`config.mk`:
```
export PLATFORM = sky130hd
export DESIGN_NAME = crc_codeword_generator_top
export DESIGN_NICKNAME = d
export VERILOG_FILES = /design/src/design/ccg_pkg.sv /design/src/design/crc_codeword_generator_top.sv /design/src/design/ccg_csr.sv /design/src/design/ccg_encoder.sv
export SDC_FILE = /design/constraint.sdc
export NUM_CORES = 1
export LEC_CHECK = 0
export CAP_MARGIN = 20
export CELL_PAD_IN_SITES_DETAIL_PLACEMENT = 0
export CELL_PAD_IN_SITES_GLOBAL_PLACEMENT = 1
export CORE_ASPECT_RATIO = 0.7
export CORE_MARGIN = 3
export CORE_UTILIZATION = 49
export DETAILED_ROUTE_END_ITERATION = 7
export DONT_BUFFER_PORTS = 1
export GPL_TIMING_DRIVEN = 0
export PLACE_DENSITY_LB_ADDON = 0.1
export SLEW_MARGIN = 15
export SYNTH_ARGS = -nofsm -noshare
export SYNTH_HDL_FRONTEND = slang
export SYNTH_SLANG_ARGS = --single-unit
```
`constraint.sdc`:
```
create_clock -name clock -period 23.6 [get_ports clock]
set_clock_uncertainty 0.05 [all_clocks]
set_input_delay 2.36 -clock clock [delete_from_list [all_inputs] [get_ports clock]]
set_output_delay 2.36 -clock clock [all_outputs]
set_load 0.01 [all_outputs]
```
`src/design/ccg_pkg.sv`:
```
// shared types, constants and register codes for the crc codeword generator
package ccg_pkg;

   // field widths of the channels
   localparam int DATA_W    = 8;
   localparam int NIBBLE_W  = 4;
   localparam int CW_W      = 39;
   localparam int CLEN_W    = 6;

   // generator limits: the codeword field holds at most a 32-bit generator
   localparam int MAX_GEN_BITS_DEF = 32;
   localparam int CW_LEN_CAP       = 32;
   localparam int LEN_MIN          = 2;

   // configuration port
   localparam int CSR_DATA_W = 32;
   localparam int CSR_ADDR_W = 4;
   localparam int GEN_BITS_W = 32;
   localparam int GEN_LEN_W  = 6;

   // register reset values
   localparam logic [GEN_BITS_W-1:0] GEN_BITS_RST = 32'd11;
   localparam logic [GEN_LEN_W-1:0]  GEN_LEN_RST  = 6'd4;
   localparam logic                  MODE_RST     = 1'b1;

   // register indexes (byte address divided by four)
   typedef enum logic [1:0] {
      REG_GEN_BITS = 2'd0,
      REG_GEN_LEN  = 2'd1,
      REG_MODE     = 2'd2
   } ccg_reg_type;

   // dataword mode codes
   localparam logic MODE_NIBBLE = 1'b0;
   localparam logic MODE_BYTE   = 1'b1;

   // configuration seen by the datapath
   typedef struct packed {
      logic [GEN_BITS_W-1:0] gen_bits;
      logic [GEN_LEN_W-1:0]  gen_len;
      logic                  mode;
   } ccg_cfg_type;

endpackage

```
`src/design/crc_codeword_generator_top.sv`:
```
// Programmable CRC codeword generator. Each accepted byte is held in an input
// register and runs through the division logic into a result register, from
// which its codeword transfers to the result channel. In eight-bit mode a byte
// gives one codeword and one byte is taken every cycle while the result
// channel does not stall. In four-bit mode a byte gives two codewords, high
// nibble first, both through the single encoder and result register, so a new
// byte is taken only as the low-nibble codeword of the byte before it moves on.
// The last codeword of a byte carries rsp_last_of_byte. Generator lengths outside
// 2 to min(MAX_GEN_BITS, 32) are clamped; change configuration only while idle.
module crc_codeword_generator_top import ccg_pkg::*; #(
   parameter int MAX_GEN_BITS = MAX_GEN_BITS_DEF
) (
   input  logic                  clock,
   input  logic                  reset,
   // input channel
   input  logic                  req_valid,
   output logic                  req_stall,
   input  logic [DATA_W-1:0]     req_data_byte,
   // result channel
   output logic                  rsp_valid,
   input  logic                  rsp_stall,
   output logic [CW_W-1:0]       rsp_codeword,
   output logic [CLEN_W-1:0]     rsp_codeword_length,
   output logic                  rsp_last_of_byte,
   // configuration port
   input  logic                  csr_psel,
   input  logic                  csr_penable,
   input  logic                  csr_pwrite,
   input  logic [CSR_ADDR_W-1:0] csr_paddr,
   input  logic [CSR_DATA_W-1:0] csr_pwdata,
   output logic [CSR_DATA_W-1:0] csr_prdata,
   output logic                  csr_pready
);

   ccg_cfg_type       cfg;
   logic              in_vld_ff, in_vld_in;
   logic              in_phase_ff, in_phase_in;
   logic [DATA_W-1:0] in_byte_ff, in_byte_in;
   logic              out_vld_ff, out_vld_in;
   logic [CW_W-1:0]   out_cw_ff, out_cw_in;
   logic [CLEN_W-1:0] out_len_ff, out_len_in;
   logic              out_last_ff, out_last_in;
   logic [DATA_W-1:0] dword;
   logic              last_now;
   logic              out_free;
   logic              adv;
   logic              accept;
   logic [CW_W-1:0]   enc_cw;
   logic [CLEN_W-1:0] enc_len;

   ccg_csr u_csr (
      .clock   (clock),
      .reset   (reset),
      .psel    (csr_psel),
      .penable (csr_penable),
      .pwrite  (csr_pwrite),
      .paddr   (csr_paddr),
      .pwdata  (csr_pwdata),
      .prdata  (csr_prdata),
      .pready  (csr_pready),
      .cfg     (cfg)
   );

   // dataword select: whole byte, or high then low nibble
   always_comb begin
      if (cfg.mode == MODE_BYTE)
         dword = in_byte_ff;
      else if (in_phase_ff)
         dword = DATA_W'(in_byte_ff[NIBBLE_W-1:0]);
      else
         dword = DATA_W'(in_byte_ff[DATA_W-1:NIBBLE_W]);
   end

   assign last_now = (cfg.mode == MODE_BYTE) | in_phase_ff;

   ccg_encoder #(
      .MAX_GEN_BITS (MAX_GEN_BITS)
   ) u_encoder (
      .cfg             (cfg),
      .dword           (dword),
      .wide            (cfg.mode == MODE_BYTE),
      .codeword        (enc_cw),
      .codeword_length (enc_len)
   );

   // handshake and transfer control
   assign out_free  = ~out_vld_ff | ~rsp_stall;
   assign adv       = in_vld_ff & out_free;
   assign req_stall = in_vld_ff & ~(last_now & out_free);
   assign accept    = req_valid & ~req_stall;

   // input register
   always_comb begin
      in_vld_in   = in_vld_ff;
      in_phase_in = in_phase_ff;
      in_byte_in  = in_byte_ff;
      if (accept) begin
         in_vld_in   = 1'b1;
         in_phase_in = 1'b0;
         in_byte_in  = req_data_byte;
      end else if (adv & last_now) begin
         in_vld_in = 1'b0;
      end else if (adv) begin
         in_phase_in = 1'b1;
      end
   end

   // result register
   always_comb begin
      out_vld_in  = out_vld_ff & rsp_stall;
      out_cw_in   = out_cw_ff;
      out_len_in  = out_len_ff;
      out_last_in = out_last_ff;
      if (adv) begin
         out_vld_in  = 1'b1;
         out_cw_in   = enc_cw;
         out_len_in  = enc_len;
         out_last_in = last_now;
      end
   end

   always_ff @(posedge clock) begin
      if (reset) begin
         in_vld_ff   <= 1'b0;
         in_phase_ff <= 1'b0;
         out_vld_ff  <= 1'b0;
      end else begin
         in_vld_ff   <= in_vld_in;
         in_phase_ff <= in_phase_in;
         out_vld_ff  <= out_vld_in;
      end
   end

   always_ff @(posedge clock) begin
      in_byte_ff  <= in_byte_in;
      out_cw_ff   <= out_cw_in;
      out_len_ff  <= out_len_in;
      out_last_ff <= out_last_in;
   end

   assign rsp_valid           = out_vld_ff;
   assign rsp_codeword        = out_cw_ff;
   assign rsp_codeword_length = out_len_ff;
   assign rsp_last_of_byte    = out_last_ff;

`ifndef SYNTHESIS
   // first nibble moved on: the byte stays for its low nibble
   a_nibble_hold: assert property (@(posedge clock) disable iff (reset)
      adv && !last_now |=> in_vld_ff && in_phase_ff)
      else $error("input register lost byte after first nibble");

   // last codeword moved on with no new transfer: input register empties
   a_byte_done: assert property (@(posedge clock) disable iff (reset)
      adv && last_now && !accept |=> !in_vld_ff)
      else $error("input register kept a finished byte");

   // no new byte while the current one still has a codeword to give
   a_no_overrun: assert property (@(posedge clock) disable iff (reset)
      in_vld_ff && !(last_now && out_free) |-> req_stall)
      else $error("input accepted over a pending byte");

   // a delivered result always carries a legal length
   a_len_range: assert property (@(posedge clock) disable iff (reset)
      rsp_valid |-> rsp_codeword_length >= CLEN_W'(5) && rsp_codeword_length <= CLEN_W'(CW_W))
      else $error("codeword length out of range");
`endif

endmodule

```
`src/design/ccg_csr.sv`:
```
// configuration registers behind an apb-style port
module ccg_csr import ccg_pkg::*; (
   input  logic                  clock,
   input  logic                  reset,
   input  logic                  psel,
   input  logic                  penable,
   input  logic                  pwrite,
   input  logic [CSR_ADDR_W-1:0] paddr,
   input  logic [CSR_DATA_W-1:0] pwdata,
   output logic [CSR_DATA_W-1:0] prdata,
   output logic                  pready,
   output ccg_cfg_type           cfg
);

   logic [GEN_BITS_W-1:0] gen_bits_ff, gen_bits_in;
   logic [GEN_LEN_W-1:0]  gen_len_ff, gen_len_in;
   logic                  mode_ff, mode_in;
   logic                  wr_en;
   ccg_reg_type           reg_sel;

   assign pready  = 1'b1;
   assign wr_en   = psel & penable & pwrite;
   assign reg_sel = ccg_reg_type'(paddr[CSR_ADDR_W-1:2]);

   // register write decode
   always_comb begin
      gen_bits_in = gen_bits_ff;
      gen_len_in  = gen_len_ff;
      mode_in     = mode_ff;
      if (wr_en) begin
         case (reg_sel)
            REG_GEN_BITS: gen_bits_in = pwdata[GEN_BITS_W-1:0];
            REG_GEN_LEN:  gen_len_in  = pwdata[GEN_LEN_W-1:0];
            REG_MODE:     mode_in     = pwdata[0];
            default:      ;
         endcase
      end
   end

   always_ff @(posedge clock) begin
      if (reset) begin
         gen_bits_ff <= GEN_BITS_RST;
         gen_len_ff  <= GEN_LEN_RST;
         mode_ff     <= MODE_RST;
      end else begin
         gen_bits_ff <= gen_bits_in;
         gen_len_ff  <= gen_len_in;
         mode_ff     <= mode_in;
      end
   end

   // read mux
   always_comb begin
      case (reg_sel)
         REG_GEN_BITS: prdata = CSR_DATA_W'(gen_bits_ff);
         REG_GEN_LEN:  prdata = CSR_DATA_W'(gen_len_ff);
         REG_MODE:     prdata = CSR_DATA_W'(mode_ff);
         default:      prdata = '0;
      endcase
   end

   assign cfg.gen_bits = gen_bits_ff;
   assign cfg.gen_len  = gen_len_ff;
   assign cfg.mode     = mode_ff;

endmodule

```
`src/design/ccg_encoder.sv`:
```
// one dataword through the programmable crc division, left-aligned remainder form
module ccg_encoder import ccg_pkg::*; #(
   parameter int MAX_GEN_BITS = MAX_GEN_BITS_DEF
) (
   input  ccg_cfg_type       cfg,
   input  logic [DATA_W-1:0] dword,
   input  logic              wide,
   output logic [CW_W-1:0]   codeword,
   output logic [CLEN_W-1:0] codeword_length
);

   localparam int LEN_MAX = (MAX_GEN_BITS > CW_LEN_CAP) ? CW_LEN_CAP : MAX_GEN_BITS;
   localparam int REM_W   = LEN_MAX - 1;

   logic [GEN_LEN_W-1:0] eff_len;
   logic [GEN_LEN_W-1:0] align_sh;
   logic [REM_W-1:0]     gen_align;
   logic [REM_W-1:0]     rem_acc;
   logic [REM_W-1:0]     rem_out;
   logic                 fb;
   logic [CLEN_W-1:0]    dbits;

   // clamp the generator length to the supported range
   always_comb begin
      eff_len = cfg.gen_len;
      if (cfg.gen_len < GEN_LEN_W'(LEN_MIN))
         eff_len = GEN_LEN_W'(LEN_MIN);
      else if (cfg.gen_len > GEN_LEN_W'(LEN_MAX))
         eff_len = GEN_LEN_W'(LEN_MAX);
   end

   // generator without its top coefficient, aligned to the register msb
   assign align_sh  = GEN_LEN_W'(LEN_MAX) - eff_len;
   assign gen_align = cfg.gen_bits[REM_W-1:0] << align_sh;

   // msb-first division, leading zeros of a nibble leave the remainder at zero
   always_comb begin
      rem_acc = '0;
      fb      = 1'b0;
      for (int i = DATA_W - 1; i >= 0; i--) begin
         fb      = dword[i] ^ rem_acc[REM_W-1];
         rem_acc = (rem_acc << 1) ^ ({REM_W{fb}} & gen_align);
      end
   end

   assign rem_out = rem_acc >> align_sh;

   // assemble dataword and remainder
   assign dbits           = wide ? CLEN_W'(DATA_W) : CLEN_W'(NIBBLE_W);
   assign codeword        = (CW_W'(dword) << (eff_len - GEN_LEN_W'(1))) | CW_W'(rem_out);
   assign codeword_length = dbits + CLEN_W'(eff_len) - CLEN_W'(1);

endmodule
```
==> impl_metrics.toml <==
[synth]
synth_area_per_cell_um2 = 7.23
yosys-top-cells-area = "sky130_fd_sc_hd__edfxtp_1 (11%), sky130_fd_sc_hd__nand2_1 (7.2%), sky130_fd_sc_hd__a21oi_1 (6.5%)"
dominant_cell_type_by_area_after_synthesis = "sky130_fd_sc_hd__edfxtp_1"
synth-main-ff-cell = "sky130_fd_sc_hd__edfxtp_1"
async_flop_share = 0
synth_edf_count = 54
ys_types = 120
number_of_storage_elements_in_the_synthesis_netlist = 96
yosysSeqAreaShare = 0.168
synthesis.yosys.warnings = 0
syn-cell-area_um2 = 14700
syn_inst = 2027
synth_largest_type_area_fraction = 0.111
synthesis.nets = 2086

[timing]
timing_hold_violations_final = 0
final_max_slew_viol_count = 0
transition_at_the_pin_with_the_smallest_max_transition_slack_ns = 1.21
max_slew_margin = 0.187
totalNegativeSetupSlack_ns = 0
fmax_mhz = 77.0
finalCriticalPeriod_ns = 12.98
final_setup_violations = 0
period_share = 0.550
setup_repair_after_global_routing_missed_its_margin = "false"
worst_hold_slack_ns = 0.413

[cells_and_area]
final_nets = 2103
layoutNonFillerInstCount = 2428
synthToLayoutAreaGrowth_pct = 5.61
final_layout_size_suffix_gt1_frac = 0.0781

[critical_path]
path_class = "register to register"
cp-end-kind = "register"
critical-path-max-stage-delay_ns = 0.73
crit_path_start_kind = "register"
timing.critical_path.mode_cell = "sky130_fd_sc_hd__clkbuf_1"
path_max_fanout = 11
timing.critical_path.slowest_stage_cell = "sky130_fd_sc_hd__a221oi_2"
cp_data_arrival_time_ns = 13.16
cp_data_required_time_ns = 23.77

[flow_run]
cap_viol_max_count = 0

[place]
final_replace_weighted_congestion = 1.08
dp_hpwl_um = 57400
numPortBuffers = 0
placedCellCount = 2408

[cts]
post-cts-setup-buffer-count = 0
cts.htree.levels = 3
postCtsResizedCells = 0
cts.clk_slew.worst_paths_ns = 0.07
tritoncts = "built"
numCtsBuffers = 9
insertion_delay_ns = 0.36
cts_hold_bufs = 0
cts.root.buffer_cell = "sky130_fd_sc_hd__clkbuf_16"
clock_path_buffers = 2
sink_count_of_the_clock_tree = 96

[power]
peakVddDrop_v = 0.000113
pwr_density_cell_nw_per_um2 = 80.4
p_leak_uw = 0.00518

[die]
floorplan.core_area_um2 = 29200
floorplan.die.width_um = 213
die-area_um2 = 32100
placement_rows = 52
ioPinCount = 132
floorplan.initialDensity = 0.502
die_height_um = 151

[global_route]
pin_count_of_the_biggest_net_entering_global_routing = 40
grt_pass1_wl_um = 107000
grt_overflow_total = 0
grtUsageTotal = 0.446
via_count_of_the_first_global_routing_pass = 16000
grt_antenna_before_repair = 0

[hold_path]
worstHoldPathType = "register to register"

[routing]
first_iter_violations = 3539
drc = 0
wl_per_cell_um = 30.1
route.final.wire_length_um = 73100
vias_per_cell = 7.37
number_of_nets_still_failing_antenna_checks_after_routing = 0
routed-via-count = 17900
firstDrtPassIters = 7

[outcome]
run_status = "complete, no violations"
area by class of cell:
class / count / area (µm²)
antenna: 1 / 2.50
buffer: 193 / 838
clock buffer: 11 / 243
clock inverter: 5 / 37.5
fill: 2885 / 13700
inverter: 23 / 86.3
multi-input combinational: 1715 / 11300
sequential: 96 / 2460
tap: 378 / 473
timing repair buffer: 6 / 52.6
synth_stat cells (all sizes together) (21+ instances only):
cell type and number:
xnor2 89, o21ai 152, nand2 285, clkbuf 139, a211oi 51, nand3 70
and2 49, dfxtp 42, edfxtp 54, or3 21, a21oi 194, inv 22
nor3 73, a31oi 28, a22oi 26, nor2 182, o22ai 26, xor2 27
buf 54, o211ai 62, mux4 33, mux2i 70
stage by stage:
| step | power (µW) | area [µm²] | utilization | setup slack (ns) |
|---|---|---|---|---|
| 2_1_floorplan | 709 | 14700 | - | 14.77 |
| 3_3_place_gp | 1020 | 15100 | 0.518 | 11.14 |
| 3_5_place_dp | 1020 | 15200 | 0.520 | 11.52 |
| 4_1_cts | 1160 | 15500 | 0.529 | 11.47 |
| 5_1_grt | 1260 | 15500 | 0.530 | 10.56 |
| 6_report | 1250 | 15500 | 0.530 | 10.62 |
worst max-delay path, delay by kind of cell (launching register included):
family	cells	cell delay, ns
simple gates	7	2.29
fa+ha+maj	1	0.26
compound gates	11	3.11
mux	2	1.03
xor+xnor	3	1.20
flops	1	0.29
buf+inv	12	4.57
layout by cell type, fill, tap and decap left out, types with 54 or more instances in the layout:
master	instances
sky130_fd_sc_hd__xnor2_1	84
sky130_fd_sc_hd__edfxtp_1	54
sky130_fd_sc_hd__o211ai_1	60
sky130_fd_sc_hd__clkbuf_1	140
sky130_fd_sc_hd__nor2_1	180
sky130_fd_sc_hd__nand3_1	69
sky130_fd_sc_hd__o21ai_0	145
sky130_fd_sc_hd__nor3_1	73
sky130_fd_sc_hd__nand2_1	282
sky130_fd_sc_hd__mux2i_1	70
sky130_fd_sc_hd__a21oi_1	190
worst paths after layout:
check                          endpoint  depth (start not counted)                  start  slack (ns)
setup reg to reg        rsp_codeword[5]                         36    u_csr.gen_len_ff[3]       10.62
hold reg to reg   u_csr.gen_bits_ff[31]                          2  u_csr.gen_bits_ff[31]        0.41
setup / recovery        rsp_codeword[5]                         36    u_csr.gen_len_ff[3]       10.62
hold / removal    u_csr.gen_bits_ff[31]                          2  u_csr.gen_bits_ff[31]        0.41
state kept, by name (all words and copies together), names as in the netlist:
name,flops
in_byte_ff,8
u_csr.gen_bits_ff,32
rsp_codeword_length,6
u_csr.mode_ff,1
rsp_valid,1
u_csr.gen_len_ff,6
rsp_last_of_byte,1
in_vld_ff,1
rsp_codeword,39
in_phase_ff,1
logic make-up (layout without fill, tap and decap cells):
kind of cell | Yosys count | count (layout) | synth area share
AOI/OAI and AO/OA | 696 | 696 | 0.316
xor gates and xnor gates | 126 | 126 | 0.0896
adders and majority gates | 8 | 8 | 0.00734
buffers and inverters | 216 | 238 | 0.0630
DFF | 96 | 96 | 0.168
muxes | 117 | 117 | 0.109
other | 1 | 2 | 0.000256
and+or+nand+nor | 767 | 767 | 0.247
report_power, final:
group / leakage, µW / switching (µW) / internal (µW)
combinational: 0.00419 / 674 / 233
sequential: 0.000850 / 8.03 / 191
clock: 0.000141 / 64.4 / 75.2
layer usage:
metal / part of all wire / GRT usage
met1: 0.41 / 0.640
met2: 0.38 / 0.583
met3: 0.19 / 0.227
met4: 0.028 / 0.101
met5: 0.0016 / 0.0251
(Power assumes the default switching activity.)
